File: config.mk
export PLATFORM = sky130hd
export DESIGN_NAME = http_response_header_parser_top
export DESIGN_NICKNAME = d
export VERILOG_FILES = /design/src/rtl/hrp_pkg.sv /design/src/rtl/hrp_front.sv /design/src/rtl/hrp_cmd_queue.sv /design/src/rtl/hrp_back.sv /design/src/rtl/http_response_header_parser_top.sv
export SDC_FILE = /design/constraint.sdc
export NUM_CORES = 1
export LEC_CHECK = 0
export BUFFER_PORTS_ARGS = -buffer_cell sky130_fd_sc_hd__clkbuf_2
export CORE_MARGIN = 3
export CORE_UTILIZATION = 63
export CTS_CLUSTER_SIZE = 24
export DETAILED_ROUTE_END_ITERATION = 10
export PLACE_DENSITY_LB_ADDON = 0.3
export SLEW_MARGIN = 20
export SYNTH_ARGS = -nofsm -noshare
export SYNTH_HDL_FRONTEND = slang
export SYNTH_HIERARCHICAL = 1
export SYNTH_SLANG_ARGS = --single-unit
File: constraint.sdc
create_clock -name clk -period 4.15 [get_ports clk]
set_input_delay 0.415 -clock clk [delete_from_list [all_inputs] [get_ports clk]]
set_output_delay 0.415 -clock clk [all_outputs]
set_load 0.01 [all_outputs]
File: src/rtl/hrp_pkg.sv
// Package for the HTTP response header parser: item types, opcodes, error codes
// and the keyword tables used for name and value matching. No dependencies.
`default_nettype none

package hrp_pkg;

    localparam int LENGTH_BITS = 40;
    localparam logic [LENGTH_BITS-1:0] LEN_MAX = {LENGTH_BITS{1'b1}};
    localparam logic [9:0] STATUS_MAX = 10'd999;
    localparam logic [4:0] POS_MAX = 5'd31;

    localparam int NAME_CHARS = 17;
    localparam int VAL_CHARS = 10;

    typedef enum logic [1:0] {
        OP_CHAR = 2'd0,
        OP_EOL  = 2'd1,
        OP_NEW  = 2'd2,
        OP_NONE = 2'd3
    } hrp_op_t;

    localparam logic [2:0] ERR_NONE      = 3'd0;
    localparam logic [2:0] ERR_CONT      = 3'd1;
    localparam logic [2:0] ERR_NO_COLON  = 3'd2;
    localparam logic [2:0] ERR_EMPTY     = 3'd3;
    localparam logic [2:0] ERR_CONT_ENC  = 3'd4;
    localparam logic [2:0] ERR_BAD_CONN  = 3'd5;
    localparam logic [2:0] ERR_BAD_TENC  = 3'd6;

    localparam logic [7:0] CH_COLON = 8'd58;

    // Header names, lower case, right-justified; the first byte is byte NAME_LEN-1.
    localparam logic [NAME_CHARS*8-1:0] NAME_TAB [0:3] = '{
        "connection", "transfer-encoding", "content-encoding", "content-length"
    };
    localparam logic [4:0] NAME_LEN [0:3] = '{5'd10, 5'd17, 5'd16, 5'd14};

    localparam logic [VAL_CHARS*8-1:0] VAL_TAB [0:2] = '{"close", "keep-alive", "chunked"};
    localparam logic [4:0] VAL_LEN [0:2] = '{5'd5, 5'd10, 5'd7};

    // On the status line the first three phases mean version, gap and code, and
    // PH_VAL_LEAD means the code is finished.
    typedef enum logic [7:0] {
        PH_LEAD       = 8'b0000_0001,
        PH_NAME       = 8'b0000_0010,
        PH_NAME_WS    = 8'b0000_0100,
        PH_VAL_LEAD   = 8'b0000_1000,
        PH_VAL_DIGITS = 8'b0001_0000,
        PH_VAL_TEXT   = 8'b0010_0000,
        PH_VAL_WS     = 8'b0100_0000,
        PH_SKIP       = 8'b1000_0000
    } hrp_phase_t;

    typedef struct packed {
        logic [1:0] op;
        logic [7:0] char_byte;
    } hrp_req_t;

    typedef struct packed {
        logic [9:0]             status_code;
        logic                   chunked;
        logic                   close_needed;
        logic                   length_known;
        logic [LENGTH_BITS-1:0] content_length;
        logic [2:0]             error_code;
        logic                   line_done;
        logic                   other_header;
    } hrp_resp_t;

    typedef struct packed {
        hrp_op_t    op;
        logic [7:0] raw;
        logic [7:0] lower;
        logic       is_ws;
        logic       is_digit;
        logic       is_colon;
        logic [3:0] digit;
    } hrp_cmd_t;

    typedef struct packed {
        logic empty;
        logic full;
    } hrp_qstat_t;

    function automatic logic name_hit(input logic [1:0] k, input logic [4:0] pos,
                                      input logic [7:0] c);
        logic [NAME_CHARS*8-1:0] s;
        logic [4:0]              d;
        logic [7:0]              sh;
        logic                    hit;
        s   = NAME_TAB[k];
        d   = NAME_LEN[k] - 5'd1 - pos;
        sh  = {d, 3'b000};
        hit = 1'b0;
        if (pos < NAME_LEN[k])
        begin
            hit = (s[sh +: 8] == c);
        end
        return hit;
    endfunction

    function automatic logic val_hit(input logic [1:0] k, input logic [4:0] pos,
                                     input logic [7:0] c);
        logic [VAL_CHARS*8-1:0] s;
        logic [4:0]             d;
        logic [6:0]             sh;
        logic                   hit;
        s   = VAL_TAB[k];
        d   = VAL_LEN[k] - 5'd1 - pos;
        sh  = {d[3:0], 3'b000};
        hit = 1'b0;
        if (pos < VAL_LEN[k])
        begin
            hit = (s[sh +: 8] == c);
        end
        return hit;
    endfunction

endpackage

`default_nettype wire

File: src/rtl/hrp_front.sv
// Front end of the header parser: classifies each accepted byte item.
// Depends on hrp_pkg.
`default_nettype none

module hrp_front (
    input  wire hrp_pkg::hrp_req_t   request,
    input  wire logic                push,
    input  wire hrp_pkg::hrp_qstat_t qstat,
    output logic                     wr,
    output hrp_pkg::hrp_cmd_t        wdata
);

    logic [7:0] c;

    always_comb
    begin
        c              = request.char_byte;
        wr             = push && !qstat.full;
        wdata.op       = hrp_pkg::hrp_op_t'(request.op);
        wdata.raw      = c;
        wdata.lower    = (c >= 8'd65 && c <= 8'd90) ? (c + 8'd32) : c;
        wdata.is_ws    = (c == 8'd32) || (c >= 8'd9 && c <= 8'd13);
        wdata.is_digit = (c >= 8'd48 && c <= 8'd57);
        wdata.is_colon = (c == hrp_pkg::CH_COLON);
        wdata.digit    = c[3:0];
    end

endmodule

`default_nettype wire

File: src/rtl/hrp_cmd_queue.sv
// Two-entry queue of classified items between the front and back ends.
// Depends on hrp_pkg.
`default_nettype none

module hrp_cmd_queue (
    input  wire logic                clk,
    input  wire logic                rst_n,
    input  wire logic                wr,
    input  wire hrp_pkg::hrp_cmd_t   wdata,
    input  wire logic                rd,
    output hrp_pkg::hrp_cmd_t        rdata,
    output hrp_pkg::hrp_qstat_t      qstat
);

    hrp_pkg::hrp_cmd_t mem_reg [0:1];
    logic       wr_ptr_reg;
    logic       rd_ptr_reg;
    logic [1:0] count_reg;
    logic       do_rd;
    logic       do_wr;
    logic [1:0] count_next;

    always_comb
    begin
        qstat.empty = (count_reg == 2'd0);
        qstat.full  = (count_reg == 2'd2);
        do_wr       = wr && !qstat.full;
        do_rd       = rd && !qstat.empty;
        rdata       = mem_reg[rd_ptr_reg];
        count_next  = count_reg + {1'b0, do_wr} - {1'b0, do_rd};
    end

    always_ff @(posedge clk)
    begin
        if (do_wr)
        begin
            mem_reg[wr_ptr_reg] <= wdata;
        end
    end

    always_ff @(posedge clk or negedge rst_n)
    begin
        if (!rst_n)
        begin
            wr_ptr_reg <= 1'b0;
            rd_ptr_reg <= 1'b0;
            count_reg  <= 2'd0;
        end
        else
        begin
            wr_ptr_reg <= wr_ptr_reg ^ do_wr;
            rd_ptr_reg <= rd_ptr_reg ^ do_rd;
            count_reg  <= count_next;
        end
    end

endmodule

`default_nettype wire

File: src/rtl/hrp_back.sv
// Back end of the header parser: line state machine, keyword matching, number
// accumulation, result flags and a two-entry result queue. Depends on hrp_pkg.
`default_nettype none

module hrp_back (
    input  wire logic                clk,
    input  wire logic                rst_n,
    input  wire hrp_pkg::hrp_cmd_t   cmd,
    input  wire logic                cmd_valid,
    output logic                     cmd_rd,
    output hrp_pkg::hrp_resp_t       response,
    output logic                     empty,
    input  wire logic                pop
);

    localparam int LB = hrp_pkg::LENGTH_BITS;

    logic                on_status_reg, on_status_next;
    hrp_pkg::hrp_phase_t phase_reg, phase_next;
    logic [3:0]          nm_reg, nm_next;
    logic [2:0]          vm_reg, vm_next;
    logic [4:0]          pos_reg, pos_next;
    logic [LB-1:0]       accum_reg, accum_next;
    logic [9:0]          status_reg, status_next;
    logic                chunked_reg, chunked_next;
    logic                close_reg, close_next;
    logic                known_reg, known_next;
    logic [LB-1:0]       length_reg, length_next;
    logic [2:0]          error_reg, error_next;

    hrp_pkg::hrp_resp_t  out_mem_reg [0:1];
    logic                out_wr_ptr_reg;
    logic                out_rd_ptr_reg;
    logic [1:0]          out_count_reg;

    logic [3:0]          n_hit;
    logic [3:0]          n_end;
    logic [2:0]          v_hit;
    logic [2:0]          v_is;
    logic [4:0]          pos_inc;
    logic [LB+3:0]       len_prod;
    logic [LB-1:0]       len_sat;
    logic [13:0]         st_prod;
    logic [9:0]          st_sat;
    logic                take;
    logic                done;
    logic                other;
    hrp_pkg::hrp_resp_t  result;

    always_comb
    begin
        for (int k = 0; k < 4; k++)
        begin
            n_hit[k] = hrp_pkg::name_hit(2'(k), pos_reg, cmd.lower);
            n_end[k] = (pos_reg == hrp_pkg::NAME_LEN[k]);
        end
        for (int k = 0; k < 3; k++)
        begin
            v_hit[k] = hrp_pkg::val_hit(2'(k), pos_reg, cmd.raw);
            v_is[k]  = vm_reg[k] && (pos_reg == hrp_pkg::VAL_LEN[k]);
        end
        pos_inc  = (pos_reg == hrp_pkg::POS_MAX) ? pos_reg : (pos_reg + 5'd1);
        len_prod = ({4'b0, accum_reg} << 3) + ({4'b0, accum_reg} << 1)
                 + {{LB{1'b0}}, cmd.digit};
        len_sat  = (len_prod > {4'b0, hrp_pkg::LEN_MAX}) ? hrp_pkg::LEN_MAX : len_prod[LB-1:0];
        st_prod  = ({4'b0, accum_reg[9:0]} << 3) + ({4'b0, accum_reg[9:0]} << 1)
                 + {10'b0, cmd.digit};
        st_sat   = (st_prod > {4'b0, hrp_pkg::STATUS_MAX}) ? hrp_pkg::STATUS_MAX : st_prod[9:0];
    end

    always_comb
    begin
        take   = pop && !empty;
        cmd_rd = cmd_valid && ((out_count_reg != 2'd2) || take);
        empty  = (out_count_reg == 2'd0);
        response = out_mem_reg[out_rd_ptr_reg];
    end

    always_comb
    begin
        on_status_next = on_status_reg;
        phase_next     = phase_reg;
        nm_next        = nm_reg;
        vm_next        = vm_reg;
        pos_next       = pos_reg;
        accum_next     = accum_reg;
        status_next    = status_reg;
        chunked_next   = chunked_reg;
        close_next     = close_reg;
        known_next     = known_reg;
        length_next    = length_reg;
        error_next     = error_reg;
        done           = 1'b0;
        other          = 1'b0;

        if (cmd_rd)
        begin
            case (cmd.op)
                hrp_pkg::OP_CHAR:
                begin
                    if (on_status_reg)
                    begin
                        case (phase_reg)
                            hrp_pkg::PH_LEAD:
                            begin
                                if (cmd.is_ws)
                                begin
                                    phase_next = hrp_pkg::PH_NAME;
                                end
                            end
                            hrp_pkg::PH_NAME:
                            begin
                                if (cmd.is_digit)
                                begin
                                    accum_next = {{(LB-4){1'b0}}, cmd.digit};
                                    phase_next = hrp_pkg::PH_NAME_WS;
                                end
                                else if (!cmd.is_ws)
                                begin
                                    phase_next = hrp_pkg::PH_VAL_LEAD;
                                end
                            end
                            hrp_pkg::PH_NAME_WS:
                            begin
                                if (cmd.is_digit)
                                begin
                                    accum_next = {{(LB-10){1'b0}}, st_sat};
                                end
                                else
                                begin
                                    phase_next = hrp_pkg::PH_VAL_LEAD;
                                end
                            end
                            default:
                            begin
                            end
                        endcase
                    end
                    else if (error_reg == hrp_pkg::ERR_NONE)
                    begin
                        case (phase_reg)
                            hrp_pkg::PH_LEAD:
                            begin
                                if (cmd.is_ws)
                                begin
                                    error_next = hrp_pkg::ERR_CONT;
                                    phase_next = hrp_pkg::PH_SKIP;
                                end
                                else if (cmd.is_colon)
                                begin
                                    error_next = hrp_pkg::ERR_EMPTY;
                                end
                                else
                                begin
                                    nm_next    = nm_reg & n_hit;
                                    pos_next   = pos_inc;
                                    phase_next = hrp_pkg::PH_NAME;
                                end
                            end
                            hrp_pkg::PH_NAME, hrp_pkg::PH_NAME_WS:
                            begin
                                if (cmd.is_colon)
                                begin
                                    nm_next    = nm_reg & n_end;
                                    pos_next   = 5'd0;
                                    vm_next    = 3'b111;
                                    accum_next = '0;
                                    phase_next = hrp_pkg::PH_VAL_LEAD;
                                end
                                else if (cmd.is_ws)
                                begin
                                    phase_next = hrp_pkg::PH_NAME_WS;
                                end
                                else
                                begin
                                    nm_next    = (phase_reg == hrp_pkg::PH_NAME)
                                               ? (nm_reg & n_hit) : 4'b0000;
                                    pos_next   = pos_inc;
                                    phase_next = hrp_pkg::PH_NAME;
                                end
                            end
                            hrp_pkg::PH_VAL_LEAD:
                            begin
                                if (!cmd.is_ws)
                                begin
                                    vm_next  = vm_reg & v_hit;
                                    pos_next = pos_inc;
                                    if (cmd.is_digit)
                                    begin
                                        accum_next = {{(LB-4){1'b0}}, cmd.digit};
                                        phase_next = hrp_pkg::PH_VAL_DIGITS;
                                    end
                                    else
                                    begin
                                        phase_next = hrp_pkg::PH_VAL_TEXT;
                                    end
                                end
                            end
                            hrp_pkg::PH_VAL_DIGITS:
                            begin
                                if (cmd.is_ws)
                                begin
                                    phase_next = hrp_pkg::PH_VAL_WS;
                                end
                                else
                                begin
                                    vm_next  = vm_reg & v_hit;
                                    pos_next = pos_inc;
                                    if (cmd.is_digit)
                                    begin
                                        accum_next = len_sat;
                                    end
                                    else
                                    begin
                                        phase_next = hrp_pkg::PH_VAL_TEXT;
                                    end
                                end
                            end
                            hrp_pkg::PH_VAL_TEXT, hrp_pkg::PH_VAL_WS:
                            begin
                                if (cmd.is_ws)
                                begin
                                    phase_next = hrp_pkg::PH_VAL_WS;
                                end
                                else
                                begin
                                    vm_next    = (phase_reg == hrp_pkg::PH_VAL_TEXT)
                                               ? (vm_reg & v_hit) : 3'b000;
                                    pos_next   = pos_inc;
                                    phase_next = hrp_pkg::PH_VAL_TEXT;
                                end
                            end
                            default:
                            begin
                            end
                        endcase
                    end
                end
                hrp_pkg::OP_EOL:
                begin
                    done = 1'b1;
                    if (on_status_reg)
                    begin
                        status_next    = (phase_reg == hrp_pkg::PH_NAME_WS)
                                       ? accum_reg[9:0] : 10'd0;
                        on_status_next = 1'b0;
                    end
                    else if ((error_reg == hrp_pkg::ERR_NONE)
                             && (phase_reg != hrp_pkg::PH_SKIP)
                             && (phase_reg != hrp_pkg::PH_LEAD))
                    begin
                        if ((phase_reg == hrp_pkg::PH_NAME) || (phase_reg == hrp_pkg::PH_NAME_WS))
                        begin
                            error_next = hrp_pkg::ERR_NO_COLON;
                        end
                        else if (nm_reg[0])
                        begin
                            if (v_is[0])
                            begin
                                close_next = 1'b1;
                            end
                            else if (v_is[1])
                            begin
                                close_next = 1'b0;
                            end
                            else
                            begin
                                error_next = hrp_pkg::ERR_BAD_CONN;
                            end
                        end
                        else if (nm_reg[1])
                        begin
                            if (v_is[2])
                            begin
                                chunked_next = 1'b1;
                            end
                            else
                            begin
                                error_next = hrp_pkg::ERR_BAD_TENC;
                            end
                        end
                        else if (nm_reg[2])
                        begin
                            error_next = hrp_pkg::ERR_CONT_ENC;
                        end
                        else if (nm_reg[3])
                        begin
                            length_next = accum_reg;
                            known_next  = 1'b1;
                        end
                        else
                        begin
                            other = 1'b1;
                        end
                    end
                    phase_next = hrp_pkg::PH_LEAD;
                    nm_next    = 4'b1111;
                    vm_next    = 3'b111;
                    pos_next   = 5'd0;
                    accum_next = '0;
                end
                hrp_pkg::OP_NEW:
                begin
                    on_status_next = 1'b1;
                    phase_next     = hrp_pkg::PH_LEAD;
                    nm_next        = 4'b1111;
                    vm_next        = 3'b111;
                    pos_next       = 5'd0;
                    accum_next     = '0;
                    status_next    = 10'd0;
                    chunked_next   = 1'b0;
                    close_next     = 1'b0;
                    known_next     = 1'b0;
                    length_next    = '0;
                    error_next     = hrp_pkg::ERR_NONE;
                end
                default:
                begin
                end
            endcase
        end

        result.status_code    = status_next;
        result.chunked        = chunked_next;
        result.close_needed   = close_next;
        result.length_known   = known_next;
        result.content_length = length_next;
        result.error_code     = error_next;
        result.line_done      = done;
        result.other_header   = other;
    end

    always_ff @(posedge clk)
    begin
        if (cmd_rd)
        begin
            out_mem_reg[out_wr_ptr_reg] <= result;
        end
    end

    always_ff @(posedge clk or negedge rst_n)
    begin
        if (!rst_n)
        begin
            on_status_reg  <= 1'b1;
            phase_reg      <= hrp_pkg::PH_LEAD;
            nm_reg         <= 4'b1111;
            vm_reg         <= 3'b111;
            pos_reg        <= 5'd0;
            accum_reg      <= '0;
            status_reg     <= 10'd0;
            chunked_reg    <= 1'b0;
            close_reg      <= 1'b0;
            known_reg      <= 1'b0;
            length_reg     <= '0;
            error_reg      <= hrp_pkg::ERR_NONE;
            out_wr_ptr_reg <= 1'b0;
            out_rd_ptr_reg <= 1'b0;
            out_count_reg  <= 2'd0;
        end
        else
        begin
            on_status_reg  <= on_status_next;
            phase_reg      <= phase_next;
            nm_reg         <= nm_next;
            vm_reg         <= vm_next;
            pos_reg        <= pos_next;
            accum_reg      <= accum_next;
            status_reg     <= status_next;
            chunked_reg    <= chunked_next;
            close_reg      <= close_next;
            known_reg      <= known_next;
            length_reg     <= length_next;
            error_reg      <= error_next;
            out_wr_ptr_reg <= out_wr_ptr_reg ^ cmd_rd;
            out_rd_ptr_reg <= out_rd_ptr_reg ^ take;
            out_count_reg  <= out_count_reg + {1'b0, cmd_rd} - {1'b0, take};
        end
    end

endmodule

`default_nettype wire

File: src/rtl/http_response_header_parser_top.sv
// Top level of the HTTP response header parser: front classifier, item queue
// and back end. Depends on hrp_pkg, hrp_front, hrp_cmd_queue and hrp_back.
//
//   Channel   Handshake     Payload
//   input     push / full   request  (hrp_req_t: op, char_byte)
//   result    pop / empty   response (hrp_resp_t: status and header flags)
//
// Every item gives one result; one item a cycle is sustained while pop keeps up.
// An item is classified into the item queue and then handled by the back end, which
// writes its result into the result queue once that queue has room.
// Reset leaves the parser on the status line with all flags and codes cleared.
// Both queues hold two items, so a stalled pop fills the result queue first and
// full rises once the item queue holds two more.
`default_nettype none

module http_response_header_parser_top (
    input  wire logic               clk,
    input  wire logic               rst_n,
    input  wire hrp_pkg::hrp_req_t  request,
    input  wire logic               push,
    output logic                    full,
    output hrp_pkg::hrp_resp_t      response,
    output logic                    empty,
    input  wire logic               pop
);

    hrp_pkg::hrp_qstat_t qstat;
    hrp_pkg::hrp_cmd_t   wdata;
    hrp_pkg::hrp_cmd_t   rdata;
    logic                wr;
    logic                rd;

    assign full = qstat.full;

    hrp_front u_front (
        .request (request),
        .push    (push),
        .qstat   (qstat),
        .wr      (wr),
        .wdata   (wdata)
    );

    hrp_cmd_queue u_queue (
        .clk   (clk),
        .rst_n (rst_n),
        .wr    (wr),
        .wdata (wdata),
        .rd    (rd),
        .rdata (rdata),
        .qstat (qstat)
    );

    hrp_back u_back (
        .clk       (clk),
        .rst_n     (rst_n),
        .cmd       (rdata),
        .cmd_valid (!qstat.empty),
        .cmd_rd    (rd),
        .response  (response),
        .empty     (empty),
        .pop       (pop)
    );

    a_push_fills_queue: assert property (@(posedge clk) disable iff (!rst_n)
        (push && !full) |=> !qstat.empty)
        else $error("accepted item missing from item queue");

    a_status_range: assert property (@(posedge clk) disable iff (!rst_n)
        !empty |-> (response.status_code <= hrp_pkg::STATUS_MAX))
        else $error("status code beyond saturation limit");

    a_other_needs_eol: assert property (@(posedge clk) disable iff (!rst_n)
        (!empty && response.other_header) |-> response.line_done)
        else $error("unrecognized header flagged without end of line");

    a_error_range: assert property (@(posedge clk) disable iff (!rst_n)
        !empty |-> (response.error_code <= hrp_pkg::ERR_BAD_TENC))
        else $error("error code out of range");

endmodule

`default_nettype wire

==> summary.md <==
| Metric | Value |
|---|---|
| Crit. End Element | `flip-flop` |
| Netlist cell types | `96` |
| Dpl cells | `2,152` |
| Setup Crit Path Kind | `flip-flop to flip-flop` |
| Final Setup Violations | `0` |
| Syn-to-layout area delta | `8.94%` |
| Fin cells | `2,213` |
| Setup WS post-layout | `0.137 ns` |
| Clock sink total | `291` |
| Crit-path slowest cell | `fa_2` |
| Post-route setup TNS | `0 ns` |
| Asr flop ratio synth | `43.0%` |
| Max FFs per register | `116` |
| Flops & latches, synth | `291` |
| Post-synth top area cell | `edfxtp_1` |
| CP peak stage delay | `0.61 ns` |
| Startpoint Class | `flip-flop` |
| Cts bufs inserted | `30` |
| DIE WIDTH | `176 um` |
| Max IR drop VDD | `0.648 mV` |
| CP bufs+invs | `1` |
| DRT iter0 DRCs | `1,462` |
| WL final | `45,700 um` |
| GP Congestion | `0.983` |
| Diodes inserted | `0` |
| Io pins | `74` |
| Top-count cell post-synth | `nand2_1` |
| Post-detail-place hpwl | `31,500 um` |
| Worst-skew pair later-pin latency | `0.58 ns` |
| Max Cap Viol | `0` |
| H-tree lvl count | `1` |
| First-pass GRT wire length | `72,900 um` |
| DR vias/cell | `6.57` |
| HP Class | `primary input to flip-flop` |
| Largest net degree at the start of global routing | `71` |
| Port Buffer Count | `73` |
| Core Util, Final | `70.5%` |
| Crit-path cells | `mux2_4 -> fa_2 -> ha_4 -> a211oi_4 -> o211ai_1 -> a32o_1 -> and4_1 -> nor4_2 -> o32ai_2 -> or3_4 -> buf_4 -> o311ai_1 -> o21ai_1` |
| Initial antenna violation count | `0` |
| Top cells by count, synth | `215 x nand2_1, 166 x edfxtp_1, 153 x a21oi_1, 120 x nor2_1, 116 x dfrtp_1` |
| Total Nets Final | `1,942` |
| Syn Nets | `1,923` |
| Fmax | `0.249 GHz` |
| Clock skew | `0.0380 ns` |
| Post-route DRC violation count | `0` |
| DR WL/cell | `20.7 um` |
| Clock root buffer master | `clkbuf_16` |
| Fillers | `1,993` |
| Worst Path Max Fanout | `7` |
| Site row count | `61` |
| Kind of cell adding the most delay to the critical path | `compound AO/OA/AOI/OAI gates` |
| Status | `complete, no violations` |
| CTS tree | `built` |
| Dominant cells by area after synthesis | `edfxtp_1 27%, dfrtp_1 16%, ha_1 7.9%` |
| Post-placement setup slack | `-0.0414 ns` |
| Final Hold Fails | `0` |
| Area share of the largest cell type after synthesis | `27.4%` |
| Req. time, crit path | `4.56 ns` |
| Clock-pin slew on the worst setup and hold paths | `0.07 ns` |
| Main flop type after synthesis | `edfxtp_1` |
| Worst slew pin tran | `1.08 ns` |
| Global-route usage over all layers | `28.8%` |
| FF/Latch Area | `0.00813 mm2` |
| Tot Pwr | `14.0 mW` |
| Initial Util | `64.7%` |
| Final Max Tran Viols | `0` |
| Core area | `0.0282 mm2` |
| P per Cell Area | `704 mW/mm2` |
| Sequential element share of the synthesized area | `44.6%` |
| Cell area after synthesis | `0.0182 mm2` |
| Vias in the first global route | `14,000` |
| Synthesized area per cell | `10.2 um2` |
| Layout cells sized above 1 | `17.6%` |
| Tcrit/Tclk final | `96.7%` |
| Grt total ovfl | `0` |
| EDFF count, synth | `166` |
| Worst R2R Setup Slack | `0.14 ns` |
| Yosys warns | `6` |
| Die ar. | `0.0310 mm2` |
| First-pass iteration count of the detailed router | `6` |
| Gate Count Post-Synth | `1,792` |
| Via count | `14,500` |
| Area of the multi-input gates | `0.00940 mm2` |
| Rel. slew slack | `27.4%` |
| Die height | `176 um` |
| Final period demand of the worst path | `4.01 ns` |
| Clock buffer depth | `3` |
| Leak Pwr | `8.20 nW` |
| Antenna-violating nets left | `0` |
| Crit path arrival time | `4.43 ns` |
-- final timing paths --
path,from,endpoint,cells past startpoint
hold / removal,request[8],u_queue/mem_reg[1][23],1
hold reg to reg,u_back/nm_reg[3],u_back/nm_reg[3],2
setup / recovery,u_queue/rd_ptr_reg,u_back/accum_reg[36],13
setup reg to reg,u_queue/rd_ptr_reg,u_back/accum_reg[36],13
min in group asynchronous,rst_n,u_back/accum_reg[4],2
max in group asynchronous,rst_n,u_back/accum_reg[3],3
-- metal layers --
layer  wire length, um  up-vias  track usage (%)
met2             21900      735             47.6
met5                 0        -                0
li1                  -     6627                -
met1             18700     7022             38.9
met3              3320      145             4.00
met4              1790        0             11.0
-- where the power goes --
part / internal [mW] / total, mW / switching [mW]
logic: 2.62 / 6.81 / 4.19
registers: 4.09 / 4.55 / 0.462
clock network: 1.49 / 2.62 / 1.12
total: 8.21 / 14.0 / 5.78
-- per-stage QoR --
step / hold slack [ns] / instance area [um2]
6_report: 0.0197 / 19900
3_3_place_gp: 0.486 / 18700
3_5_place_dp: 0.485 / 18700
4_1_cts: 0.00443 / 19700
5_1_grt: 0.0138 / 19900
2_1_floorplan: 0.119 / 18200
-- cell families after synthesis --
kind of cell	share of synthesized area (%)
compound gates	16.5
flops	44.6
xor+xnor	3.65
mux	7.58
buf+inv	4.54
simple gates	15.0
fa+ha+maj	8.12
-- timing repair --
action,4_1_cts,5_1_grt
pin swaps,1,6
hold endpoints to repair,46,0
endpoints found under the setup margin,15,32
hold buffers,1,0
gates resized for setup,4,22
setup buffers,1,3
-- cells in the final DEF (no fill, tap or decap), drive strengths merged, types with 44 or more instances in the layout --
cell type	instances
nor2	120
edfxtp	166
xnor2	44
mux2	97
inv	52
dfrtp	116
o21ai	100
ha	115
nand2	216
clkbuf	117
a21oi	156
-- area by class of cell --
class | instances | area share [%]
clock inverter | 11 | 0.460
multi-input combinational | 1327 | 47.4
sequential | 291 | 40.9
tap | 378 | 2.38
inverter | 52 | 0.983
clock buffer | 45 | 4.48
timing repair buffer | 109 | 3.39
(Power assumes the default switching activity.)
